### src/hw/rtl/copg_pkg.sv
package copg_pkg;

  // Sequencer states of the point generator.
  typedef enum logic [2:0] {
    ST_IDLE,
    ST_MUL,
    ST_PIVOT,
    ST_PIVSET,
    ST_LOAD,
    ST_ROOT,
    ST_ROUND,
    ST_EMIT
  } state_t;

  // Input word modes.
  localparam logic MODE_START   = 1'b0;
  localparam logic MODE_ADVANCE = 1'b1;

  // Eight symmetric points leave for every column.
  localparam int         PT_BITS    = 3;
  localparam logic [2:0] LAST_POINT = 3'd7;

endpackage

### src/hw/rtl/circle_octant_point_generator_core.sv
// Channel | Handshake               | Payload
// item    | item_valid / item_stall | mode, centre_x, centre_y, radius
// point   | point_valid/point_stall | point_x, point_y, last_of_step, circle_done
//
// An advance word passes through the accept step, a load step, the square-root shifter
// (RADIUS_BITS + 1 root bits), a rounding step and eight point steps. A start word adds
// the radius squaring shifter (RADIUS_BITS multiplier bits), the pivot square root
// (RADIUS_BITS + 1 root bits) and a pivot set step. The square-root shifter retires one
// root bit per cycle. An advance word with no circle loaded is taken and gives no points.
// rst is synchronous and active high; it clears the sequencer and the loaded-circle flag.
// A stall on the point channel holds the point register and pauses the sequencer;
// the next input word is accepted while the eighth point still waits to be taken.
module circle_octant_point_generator_core
  import copg_pkg::*;
#(
  parameter int COORD_BITS       = 12,
  parameter int RADIUS_BITS      = 14,
  parameter int RADIUS_FRAC_BITS = 4
) (
  input  logic                         clk,
  input  logic                         rst,
  input  logic                         item_valid,
  output logic                         item_stall,
  input  logic                         mode,
  input  logic signed [COORD_BITS-1:0] centre_x,
  input  logic signed [COORD_BITS-1:0] centre_y,
  input  logic        [RADIUS_BITS-1:0] radius,
  output logic                         point_valid,
  input  logic                         point_stall,
  output logic signed [COORD_BITS:0]   point_x,
  output logic signed [COORD_BITS:0]   point_y,
  output logic                         last_of_step,
  output logic                         circle_done
);

  // Root bits: the radicands (2*r^2 and 4*d) both fit in 2*ROOT_N bits.
  localparam int ROOT_N = RADIUS_BITS + 1;
  localparam int RADW   = 2 * ROOT_N;
  localparam int REMW   = ROOT_N + 2;
  // Integer bits of the radius, which bound the column and the pivot.
  localparam int INTB   = (RADIUS_BITS > RADIUS_FRAC_BITS) ?
                          (RADIUS_BITS - RADIUS_FRAC_BITS) : 1;
  localparam int YB     = INTB + 1;
  localparam int SQW    = 2 * INTB;
  localparam int SUBW   = 2 * (INTB + RADIUS_FRAC_BITS);
  localparam int R2W    = 2 * RADIUS_BITS;
  localparam int CW     = (SUBW > R2W) ? SUBW : R2W;
  localparam int OW     = COORD_BITS + 1;
  localparam int EW     = (YB + 1 > OW) ? (YB + 1) : OW;
  localparam int SUMW   = ((ROOT_N > RADIUS_FRAC_BITS) ? ROOT_N : RADIUS_FRAC_BITS) + 1;
  localparam int CNTW   = $clog2(ROOT_N + 1);
  localparam logic [SUMW-1:0] HALF_STEP = SUMW'(1) << RADIUS_FRAC_BITS;

  state_t state;
  state_t state_next;

  logic [CNTW-1:0]        cnt;
  logic [PT_BITS-1:0]     pt_idx;
  logic                   active;

  logic [COORD_BITS-1:0]  held_cx;
  logic [COORD_BITS-1:0]  held_cy;
  logic [RADIUS_BITS-1:0] mcand;
  logic [RADIUS_BITS-1:0] mpl;
  logic [R2W-1:0]         r2;
  logic [INTB-1:0]        pivot;
  logic [INTB-1:0]        column;
  logic [SQW-1:0]         col_sq;
  logic [YB-1:0]          y_off;
  logic                   col_done;

  logic [RADW-1:0]        rad;
  logic [REMW-1:0]        rem;
  logic [ROOT_N-1:0]      root;

  logic                   item_acc;
  logic                   emit_go;
  logic                   cnt_last_mul;
  logic                   cnt_last_root;

  logic [R2W-1:0]         r2_next;
  logic [REMW-1:0]        rem_shift;
  logic [REMW-1:0]        trial;
  logic                   trial_ge;
  logic [REMW-1:0]        rem_sub;
  logic [SUMW-1:0]        round_sum;
  logic [SUMW-1:0]        round_full;
  logic [CW-1:0]          r2_ext;
  logic [CW-1:0]          sub_val;
  logic [CW-1:0]          d_full;
  logic [R2W-1:0]         d_val;
  logic [SQW-1:0]         sq_inc;
  logic [EW-1:0]          cx_e;
  logic [EW-1:0]          cy_e;
  logic [EW-1:0]          x_e;
  logic [EW-1:0]          y_e;
  logic [EW-1:0]          a_e;
  logic [EW-1:0]          b_e;
  logic [EW-1:0]          px_full;
  logic [EW-1:0]          py_full;

  assign item_acc      = item_valid && !item_stall;
  assign emit_go       = (state == ST_EMIT) && (!point_valid || !point_stall);
  assign cnt_last_mul  = (cnt == CNTW'(RADIUS_BITS - 1));
  assign cnt_last_root = (cnt == CNTW'(ROOT_N - 1));

  // Squaring shifter: one multiplier bit per cycle, most significant first.
  assign r2_next = {r2[R2W-2:0], 1'b0} +
                   (mpl[RADIUS_BITS-1] ? {{(R2W-RADIUS_BITS){1'b0}}, mcand} : '0);

  // Restoring square root, two radicand bits and one root bit per cycle.
  assign rem_shift = {rem[REMW-3:0], rad[RADW-1 -: 2]};
  assign trial     = {root, 2'b01};
  assign trial_ge  = (rem_shift >= trial);
  assign rem_sub   = rem_shift - trial;

  // Round half up: (root + S) / (2 * S).
  assign round_sum  = SUMW'(root) + HALF_STEP;
  assign round_full = round_sum >> (RADIUS_FRAC_BITS + 1);

  // Radicand of the column: r^2 - (x*S)^2, clamped at zero.
  assign r2_ext  = CW'(r2);
  assign sub_val = CW'(col_sq) << (2 * RADIUS_FRAC_BITS);
  assign d_full  = r2_ext - sub_val;
  assign d_val   = (r2_ext >= sub_val) ? d_full[R2W-1:0] : '0;

  // (x+1)^2 = x^2 + 2x + 1.
  assign sq_inc = col_sq + SQW'({column, 1'b1});

  // Point arithmetic on the eight symmetric offsets.
  assign cx_e    = {{(EW-COORD_BITS){held_cx[COORD_BITS-1]}}, held_cx};
  assign cy_e    = {{(EW-COORD_BITS){held_cy[COORD_BITS-1]}}, held_cy};
  assign x_e     = EW'(column);
  assign y_e     = EW'(y_off);
  assign a_e     = pt_idx[2] ? y_e : x_e;
  assign b_e     = pt_idx[2] ? x_e : y_e;
  assign px_full = pt_idx[0] ? (cx_e - a_e) : (cx_e + a_e);
  assign py_full = pt_idx[1] ? (cy_e - b_e) : (cy_e + b_e);

  always_ff @(posedge clk) begin
    if (rst) begin
      state <= ST_IDLE;
    end else begin
      state <= state_next;
    end
  end

  always_comb begin
    state_next = state;
    item_stall = (state != ST_IDLE);
    unique case (state)
      ST_IDLE: begin
        if (item_acc) begin
          if (mode == MODE_START) begin
            state_next = ST_MUL;
          end else if (mode == MODE_ADVANCE && active) begin
            state_next = ST_LOAD;
          end
        end
      end
      ST_MUL: begin
        if (cnt_last_mul) begin
          state_next = ST_PIVOT;
        end
      end
      ST_PIVOT: begin
        if (cnt_last_root) begin
          state_next = ST_PIVSET;
        end
      end
      ST_PIVSET: state_next = ST_LOAD;
      ST_LOAD:   state_next = ST_ROOT;
      ST_ROOT: begin
        if (cnt_last_root) begin
          state_next = ST_ROUND;
        end
      end
      ST_ROUND:  state_next = ST_EMIT;
      ST_EMIT: begin
        if (emit_go && pt_idx == LAST_POINT) begin
          state_next = ST_IDLE;
        end
      end
      default:   state_next = ST_IDLE;
    endcase
  end

  // Control registers.
  always_ff @(posedge clk) begin
    if (rst) begin
      cnt         <= '0;
      pt_idx      <= '0;
      active      <= 1'b0;
      point_valid <= 1'b0;
    end else begin
      if (state_next != state) begin
        cnt <= '0;
      end else if (state == ST_MUL || state == ST_PIVOT || state == ST_ROOT) begin
        cnt <= cnt + CNTW'(1);
      end
      if (emit_go) begin
        pt_idx      <= pt_idx + PT_BITS'(1);
        point_valid <= 1'b1;
        if (pt_idx == LAST_POINT) begin
          active <= !col_done;
        end
      end else if (!point_stall) begin
        point_valid <= 1'b0;
      end
    end
  end

  // Datapath registers.
  always_ff @(posedge clk) begin
    case (state)
      ST_IDLE: begin
        if (item_acc && mode == MODE_START) begin
          held_cx <= centre_x;
          held_cy <= centre_y;
          mcand   <= radius;
          mpl     <= radius;
          r2      <= '0;
        end else if (item_acc && active) begin
          column <= column + INTB'(1);
          col_sq <= sq_inc;
        end
      end
      ST_MUL: begin
        r2  <= r2_next;
        mpl <= {mpl[RADIUS_BITS-2:0], 1'b0};
        if (cnt_last_mul) begin
          rad  <= {1'b0, r2_next, 1'b0};
          rem  <= '0;
          root <= '0;
        end
      end
      ST_PIVOT, ST_ROOT: begin
        rad  <= {rad[RADW-3:0], 2'b00};
        rem  <= trial_ge ? rem_sub : rem_shift;
        root <= {root[ROOT_N-2:0], trial_ge};
      end
      ST_PIVSET: begin
        pivot  <= round_full[INTB-1:0];
        column <= '0;
        col_sq <= '0;
      end
      ST_LOAD: begin
        rad  <= {d_val, 2'b00};
        rem  <= '0;
        root <= '0;
      end
      ST_ROUND: begin
        y_off    <= round_full[YB-1:0];
        col_done <= (column >= pivot);
      end
      ST_EMIT: begin
        if (emit_go) begin
          point_x      <= px_full[OW-1:0];
          point_y      <= py_full[OW-1:0];
          last_of_step <= (pt_idx == LAST_POINT);
          circle_done  <= col_done;
        end
      end
      default: begin
      end
    endcase
  end

endmodule

### config.mk
export PLATFORM = sky130hd
export DESIGN_NAME = circle_octant_point_generator_core
export DESIGN_NICKNAME = d
export VERILOG_FILES = /design/src/hw/rtl/copg_pkg.sv /design/src/hw/rtl/circle_octant_point_generator_core.sv
export SDC_FILE = /design/constraint.sdc
export NUM_CORES = 1
export LEC_CHECK = 0
export BUFFER_PORTS_ARGS = -buffer_cell sky130_fd_sc_hd__buf_2
export CAP_MARGIN = 25
export CORE_MARGIN = 10
export CORE_UTILIZATION = 30
export DETAILED_ROUTE_END_ITERATION = 12
export GPL_ROUTABILITY_DRIVEN = 1
export HOLD_SLACK_MARGIN = 0.03
export SLEW_MARGIN = 0
export SYNTH_ARGS = -nofsm -noshare
export SYNTH_HDL_FRONTEND = slang
export SYNTH_SLANG_ARGS = --single-unit
### constraint.sdc
create_clock -name clk -period 5.6 [get_ports clk]
set_input_delay 0.56 -clock clk [delete_from_list [all_inputs] [get_ports clk]]
set_output_delay 0.56 -clock clk [all_outputs]
set_load 0.01 [all_outputs]
==> metrics, run 1 <==
Post-Synth Simple-Gate Area=0.1489; first-pass GRT wire length=51.23 mm; setup tns final=0 ns; min-delay src=centre_y[10]; hold path depth=1; Reg2Reg Setup Slack=1.61 ns; Yosys top cell by area=edfxtp_1; synthesized area per cell=10.50 µm²; post-synthesis adder-cell area fraction=0.09929; post-synthesis mux area share=0.02567; Final setup viols=0; top_reg_cell synth=edfxtp_1; initial antenna violation count=0; worst-margin pin slew=1.062 ns; CTS HTree Levels=1; post-synth design cell area=13,990 µm²; period utilization=0.7117; antenna viol nets, final=0; clk sinks=231; FF-to-FF End=point_y[11]; via/cell ratio=4.946; XOR/XNOR share of the synthesized area=0.07514; Clock transition at path regs=0.06 ns; most common cell in the synthesized netlist=edfxtp_1; leading post-synthesis cells by cell area=edfxtp_1, ha_1, nor2_1; crit path kind=reg -> reg; TritonCTS Buffers=26; worst r2r src=pt_idx[2]; # diodes=0; num ports=73; FMAX=250.9 MHz; synth unique cells=69; Starting DRT DRC Count=781; Nets=1,557; Synth Area in Compound Gates=0.1323; Hold EP=held_cy[10]; Commonest cells post-synth=edfxtp_1, nor2_1, nand2_1; largest net degree at the start of global routing=46; minimum clock period=3.985 ns; Crit Path Max Fanout=45; hpwl dp=23.17 mm; layout cells sized above 1=0.1031; area grow syn2layout=14.38%; core footprint=46,360 µm²; final wirelength=31.43 mm; Data required, critical path=5.87 ns; Synth warnings=0; Post-synth ARST share=0; Core Rows=79; status=completed; Die Area=55,660 µm²; Seq. cell area=6818 µm²; CTS Root Cell=clkbuf_16; Worst-Skew Late Latency=0.55 ns; Pwr Density=257.2 nW/µm²; WP data arrival=4.26 ns; Final Hold Fails=0; Finished Core Util=0.3451; worst min path class=in -> reg; IO buf count=72; syn nets=1,483; Register-to-Register Path Depth=11; Yosys top cell area share=0.4702; Max Slew Vio Count=0; Filler cells=4,653; Seq/Total Area, Yosys=0.4873; Pleak=6.190 nW; All-Layer GR Usage=0.1095; relative slew slack=0.2895; Longest Clk Path Bufs=3; clk_skew=0.01514 ns; RSZ-0062 raised after global routing=no; GP Congestion=0.8312; Multi-input gate area=6763 µm²; EDFF count, synth=219; vias in the first global route=9,923; CTS tree=yes; startpoint types=flop; FF+latch count, synth=231; DRC Markers=0; Die X-Extent=235.9 µm; Die Y=235.9 µm; Routed WL per cell=15.46 µm; Initial Util=0.3017; drt pass-1 iters=6; synthesized instance count=1,332; global route overflow=0; nature of the critical path endpoint=flop; main combinational cell family by area after synthesis=simple AND/OR/NAND/NOR gates; vias post-DR=10,060; Post-CTS Hold Buffers=0; maximum vdd drop=0.0002404 V; max cap viols=0; Post-CTS Resized=0; Setup Buffers After CTS=0
-- flip-flops by register name (all words and copies together), names as in the netlist, 3 cells and up --
signal   count
state        3
cnt          4
point_x     13
rad         29
root        15
col_sq      20
rem         15
column      10
point_y     13
pivot       10
r2          28
y_off       11
pt_idx       3
mcand       14
mpl         14
held_cx     12
held_cy     12
-- routing by layer --
metal  wire, µm  up-vias  global-route usage
met5          0        -                   0
met4        792        0             0.03089
met3       1643       51             0.01953
met2      13720      244              0.1699
met1      15270     4770              0.1527
li1           -     4991                   -
-- power breakdown --
part	switching, mW	internal (mW)	leakage [nW]	total [mW]
registers	0.0350	1.95	2.07	1.98
logic	0.226	0.161	3.69	0.387
clock network	0.701	1.04	0.431	1.74
-- how the worst max path moves through the flow --
| stage | start | to | slack, ns | cells after the start |
|---|---|---|---|---|
| 3_3_place_gp | pt_idx[2] | point_x[11] | 1.70 | 11 |
| 6_report | pt_idx[2] | point_y[11] | 1.61 | 11 |
| 2_1_floorplan | pt_idx[2] | point_x[11] | 1.47 | 17 |
| 3_5_place_dp | pt_idx[2] | point_x[11] | 1.63 | 11 |
| 4_1_cts | pt_idx[2] | point_y[11] | 1.62 | 11 |
| 5_1_grt | pt_idx[2] | point_x[11] | 1.32 | 11 |
-- through the flow --
step | cell area, µm² | setup slack, ns | hold WS [ns] | instances | total power, mW
after floorplan | 13990 | 1.466 | 0.4270 | 1332 | 2.301
after global placement | 15030 | 1.697 | 0.4920 | 1980 | 2.398
final | 16000 | 1.615 | 0.1974 | 2033 | 4.114
after CTS | 15960 | 1.623 | 0.1756 | 2031 | 4.163
after global routing | 16000 | 1.325 | 0.1780 | 2033 | 4.277
after detailed placement | 15090 | 1.635 | 0.5017 | 1983 | 2.404
-- cells in the final DEF (no fill, tap or decap), types with 12 or more instances in the layout --
master	n
o21a_1	17
xor2_1	49
buf_2	72
a21o_1	22
o21ai_0	44
edfxtp_1	219
and2_1	19
o221ai_1	12
mux2i_1	28
nand2_1	113
nand3_1	33
nand2b_1	14
and3_1	14
nor2b_1	17
nor3_1	37
xnor2_1	71
a21oi_1	66
a211oi_1	14
nor2_1	173
ha_1	103
clkbuf_16	27
inv_1	76
-- worst max-delay path: stages (launching register included) --
cell,delay (ns)
dfxtp_2,0.90
mux2i_1,0.32
ha_1,0.26
o21ai_0,0.32
ha_1,0.30
nor2b_1,0.12
o21ai_0,0.19
a21boi_0,0.19
o41a_1,0.38
a41o_1,0.27
o41ai_1,0.34
xnor2_1,0.12
-- kinds of logic (layout without fill, tap and decap cells) --
group / after synthesis / in the layout
AND/OR/NAND/NOR: 458 / 458
multiplexers: 35 / 35
buffers and inverters: 114 / 208
AO/OA/AOI/OAI: 266 / 266
adder cells (fa/ha/maj): 108 / 108
XOR/XNOR: 120 / 120
flip-flops: 231 / 231
-- area by class of cell --
class / instances / share of cell area
Timing Repair Buffer: 83 / 0.03120
Tap cell: 607 / 0.04747
Multi-Input combinational cell: 987 / 0.4227
Sequential cell: 231 / 0.4261
Clock inverter: 15 / 0.009541
Clock buffer: 33 / 0.04489
Inverter: 77 / 0.01807
No activity file was read; power rests on OpenSTA's default activity.
==> run 2, diff against run 1 <==
==> constraint.sdc (replaced) <==
create_clock -name clk -period 4.1 [get_ports clk]
set_input_delay 0.41 -clock clk [delete_from_list [all_inputs] [get_ports clk]]
set_output_delay 0.41 -clock clk [all_outputs]
set_load 0.01 [all_outputs]
==> metrics, run 2 (synthesized netlist as in run 1, its figures left out) <==
status=completed; minimum clock period=3.545 ns; layout cells sized above 1=0.1064; Filler cells=4,597; Starting DRT DRC Count=684; Post-CTS Resized=0; antenna viol nets, final=0; first-pass GRT wire length=52.34 mm; FMAX=282.1 MHz; DRC Markers=0; Core Rows=79; # diodes=0; worst-margin pin slew=0.9581 ns; Longest Clk Path Bufs=3; num ports=73; Die Area=55,660 µm²; biggest regs=rad (29), r2 (28), col_sq (20); global route overflow=0; Final setup viols=0; largest net degree at the start of global routing=45; clk sinks=231; clk_skew=0.01161 ns; WP data arrival=3.83 ns; vias post-DR=10,130; core footprint=46,360 µm²; drt pass-1 iters=4; Nets=1,579; via/cell ratio=4.931; Worst-Skew Late Latency=0.55 ns; Initial Util=0.3017; most frequent cells in the layout=edfxtp_1, nor2_1, nand2_1; CP Capture Point=point_y[11]; Seq. cell area=6818 µm²; Most flops, register=rad; relative slew slack=0.3612; worst min path class=in -> reg; final wirelength=32.04 mm; maximum vdd drop=0.0003107 V; IO buf count=72; vias in the first global route=10,120; worst r2r src=column[0]; max reg flops=29; hpwl dp=23.35 mm; startpoint types=flop; Final Hold Fails=0; Reg2Reg Setup Slack=0.55 ns; Max Slew Vio Count=0; CTS tree=yes; Die Y=235.9 µm; Post-CTS Hold Buffers=16; CTS HTree Levels=1; area grow syn2layout=15.81%; Pleak=6.283 nW; Data required, critical path=4.38 ns; Pwr Density=349.7 nW/µm²; commonest non-fill, non-tap cell in the layout=edfxtp_1; Clock transition at path regs=0.06 ns; FF-to-FF End=point_y[11]; Setup Buffers After CTS=0; Routed WL per cell=15.59 µm; Register-to-Register Path Depth=11; crit path kind=reg -> reg; max cap viols=0; DP Worst Slack=0.5308 ns; initial antenna violation count=0; Setup WS post-layout=0.5547 ns; GP Congestion=0.8157; CTS Root Cell=clkbuf_16; nature of the critical path endpoint=flop; Crit Path Max Fanout=7; period utilization=0.8647; hold_ws=0.05358 ns; Worst Setup SP=column[0]; Die X-Extent=235.9 µm; All-Layer GR Usage=0.1118; RSZ-0062 raised after global routing=no; Multi-input gate area=6763 µm²; setup tns final=0 ns; TritonCTS Buffers=27
-- run 2: cell count changes in the layout (fill, tap and decap cells not counted), sizes merged --
cell and delta:
inv +2, clkinv -2, clkinvlp +1, buf +5, dlygate4sd3 +16
-- run 2: power by group --
part           switching [mW]  internal, mW  leakage (nW)
Sequential             0.0472          2.66          2.07
Clock                   0.974          1.43         0.434
Combinational           0.313         0.234          3.78
Total                    1.34          4.33          6.28
-- run 2: layer usage --
| layer | up-vias | part of all wire | wire length (µm) | track usage |
|---|---|---|---|---|
| met5 | - | 0 | 0 | 0 |
| met3 | 43 | 0.061 | 1960 | 0.02092 |
| li1 | 5046 | - | - | - |
| met1 | 4782 | 0.47 | 15130 | 0.1505 |
| met2 | 263 | 0.44 | 14240 | 0.1803 |
| met4 | 0 | 0.022 | 716 | 0.02972 |
-- run 2: cell type report --
type                            count  share of cell area
Clock buffer                       33             0.04434
Inverter                           77             0.01784
Multi-Input combinational cell    987              0.4175
Sequential cell                   231              0.4209
Tap cell                          607             0.04689
Timing Repair Buffer              104             0.04233
Clock inverter                     16             0.01020
-- run 2: worst min-delay path by stage --
stage            startpoint           to  slack [ns]  cells past startpoint
3_3_place_gp        mpl[11]      mpl[12]        0.49                      2
6_report       centre_x[10]  held_cx[10]        0.05                      1
2_1_floorplan      col_done       active        0.43                      1
5_1_grt        centre_x[10]  held_cx[10]        0.04                      1
4_1_cts        centre_x[10]  held_cx[10]        0.03                      1
3_5_place_dp        mpl[11]      mpl[12]        0.50                      2
-- run 2: critical path, stage by stage (launching register included) --
cell and delay [ns]:
edfxtp_1 0.49, mux2i_1 0.25, ha_1 0.27, o21ai_0 0.38
ha_1 0.31, nor2b_1 0.12, o21ai_0 0.19, a21boi_0 0.18
o41a_1 0.37, a41o_1 0.27, o41ai_1 0.36, xnor2_1 0.11
-- run 2: through the flow --
stage	cells	cell area, µm²	utilization	total power [mW]
after detailed placement	1987	15120	0.3261	3.290
after global placement	1986	15090	0.3256	3.278
final	2055	16200	0.3494	5.665
after CTS	2052	16160	0.3487	5.731
after floorplan	1332	13990	-	3.143
after global routing	2055	16200	0.3494	5.898
==> run 3, diff against run 2 <==
--- a/config.mk
+++ b/config.mk
@@ -5,6 +5,7 @@
 export SDC_FILE = /design/constraint.sdc
 export NUM_CORES = 1
 export LEC_CHECK = 0
+export ABC_AREA = 1
 export BUFFER_PORTS_ARGS = -buffer_cell sky130_fd_sc_hd__buf_2
 export CAP_MARGIN = 25
 export CORE_MARGIN = 10
@@ -12,6 +13,7 @@
 export DETAILED_ROUTE_END_ITERATION = 12
 export GPL_ROUTABILITY_DRIVEN = 1
 export HOLD_SLACK_MARGIN = 0.03
+export MAX_ROUTING_LAYER = met4
 export SLEW_MARGIN = 0
 export SYNTH_ARGS = -nofsm -noshare
 export SYNTH_HDL_FRONTEND = slang
==> metrics, run 3 <==
crit path kind=reg -> reg; Pleak=8.112 nW; clk sinks=231; Data required, critical path=4.42 ns; Setup Buffers After CTS=0; Starting DRT DRC Count=875; post-synth design cell area=15,460 µm²; clk_skew=0.02722 ns; global route overflow=0; CTS HTree Levels=1; drt pass-1 iters=5; DRC Markers=0; initial antenna violation count=0; most frequent cells in the layout=nand2_1, inv_1, edfxtp_1; hpwl dp=30.42 mm; post-synthesis mux area share=0.0006474; Post-CTS Resized=0; Longest Clk Path Bufs=3; Core Rows=83; status=completed; Seq/Total Area, Yosys=0.4409; Reg2Reg Setup Slack=0.64 ns; Area after DPL=16,630 µm²; Yosys top cell area share=0.4253; synth unique cells=53; Final setup viols=0; syn nets=2,068; Commonest cells post-synth=nand2_1, inv_1, edfxtp_1; WP data arrival=3.78 ns; GP Congestion=0.9240; Synth Area in Compound Gates=0.07267; commonest non-fill, non-tap cell in the layout=nand2_1; Crit Path Max Fanout=18; relative slew slack=0.4089; Die X-Extent=247.0 µm; XOR/XNOR share of the synthesized area=0.03852; via/cell ratio=4.673; All-Layer GR Usage=0.1336; IO buf count=72; top_reg_cell synth=edfxtp_1; period utilization=0.8446; Die Area=61,020 µm²; maximum vdd drop=0.0004025 V; RSZ-0062 raised after global routing=no; Most flops, register=rad; CTS Root Cell=clkbuf_16; core footprint=51,200 µm²; Routed WL per cell=14.66 µm; fin area=17,820 µm²; hold_ws=0.05202 ns; setup tns final=0 ns; leading post-synthesis cells by cell area=edfxtp_1, nand2_1, ha_1; Final Hold Fails=0; Nets=2,190; most common cell in the synthesized netlist=nand2_1; largest net degree at the start of global routing=60; FF+latch count, synth=231; Initial Util=0.3020; final wirelength=40.15 mm; Pwr Density=460.8 nW/µm²; EDFF count, synth=219; first-pass GRT wire length=64.43 mm; vias post-DR=12,800; minimum clock period=3.463 ns; Synth warnings=0; max reg flops=29; worst min path class=in -> reg; startpoint types=flop; biggest regs=rad (29), r2 (28), col_sq (20); main combinational cell family by area after synthesis=simple AND/OR/NAND/NOR gates; synthesized area per cell=8.065 µm²; Post-Synth Simple-Gate Area=0.2800; layout cells sized above 1=0.08844; num ports=73; CTS tree=yes; antenna viol nets, final=0; Clock transition at path regs=0.06 ns; synthesized instance count=1,917; FMAX=288.8 MHz; TritonCTS Buffers=27; nature of the critical path endpoint=flop; Post-synth ARST share=0; Worst-Skew Late Latency=0.58 ns; post-synthesis adder-cell area fraction=0.08983; vias in the first global route=12,120; Yosys top cell by area=edfxtp_1; max cap viols=0; Max Slew Vio Count=0; area grow syn2layout=15.25%; Die Y=247.0 µm; worst-margin pin slew=0.8845 ns
[run 3: where the power goes]
part	internal [mW]	switching, mW	total, mW
Combinational	0.865	1.72	2.58
Clock	1.34	1.01	2.34
Sequential	3.07	0.213	3.29
[run 3: worst paths after layout]
kind	startpoint	endpoint	cells past startpoint
worst max-delay path	pt_idx[2]	point_x[10]	13
worst max register to register	pt_idx[2]	point_x[10]	13
worst min-delay path	radius[8]	mcand[8]	1
worst min register to register	col_done	circle_done	0
[run 3: layout make-up]
class	count	area, µm²
clock inverter	14	133.9
sequential	231	6817
fill	5277	33380
timing repair buffer	116	778.2
multi-input combinational	1384	7480
clock buffer	34	701.9
antenna	1	2.502
inverter	279	1055
tap	680	850.8
[run 3: timing repair]
| item | CTS | global route |
|---|---|---|
| endpoints found under the hold margin | 37 | 0 |
| setup endpoints to repair | 0 | 0 |
| hold buffers | 35 | 0 |
[run 3: cell families after synthesis]
group | after synthesis
adders and majority gates | 108
muxes | 1
buffers and inverters | 302
DFF | 231
and+or+nand+nor | 1008
AOI/OAI and AO/OA | 199
xor gates and xnor gates | 68
[run 3: stage by stage]
step / setup slack [ns] / utilization / std cells / power, mW
2_1_floorplan: 0.7723 / - / 1917 / 5.180
3_3_place_gp: 0.7934 / 0.3248 / 2655 / 5.832
3_5_place_dp: 0.6858 / 0.3248 / 2655 / 5.883
4_1_cts: 0.6679 / 0.3480 / 2738 / 8.293
5_1_grt: 0.3800 / 0.3480 / 2738 / 8.762
6_report: 0.6371 / 0.3480 / 2739 / 8.210
[run 3: layer usage]
layer / up-vias / global-route usage / part of all wire
li1: 6544 / - / -
met1: 5942 / 0.1764 / 0.48
met2: 271 / 0.2133 / 0.45
met3: 43 / 0.01716 / 0.052
met4: 0 / 0.03392 / 0.018
met5: - / - / 0
[run 3: worst max-delay path, cell delays in order, from the launching register on]
cell      delay [ns]
dfxtp_1         0.73
inv_2           0.23
a21boi_2        0.23
nand3_1         0.18
o31ai_1         0.27
xor2_1          0.18
ha_1            0.29
a21oi_1         0.20
a21boi_0        0.32
o21ai_0         0.19
a21oi_1         0.22
inv_1           0.06
nand2_1         0.05
nand2_1         0.04
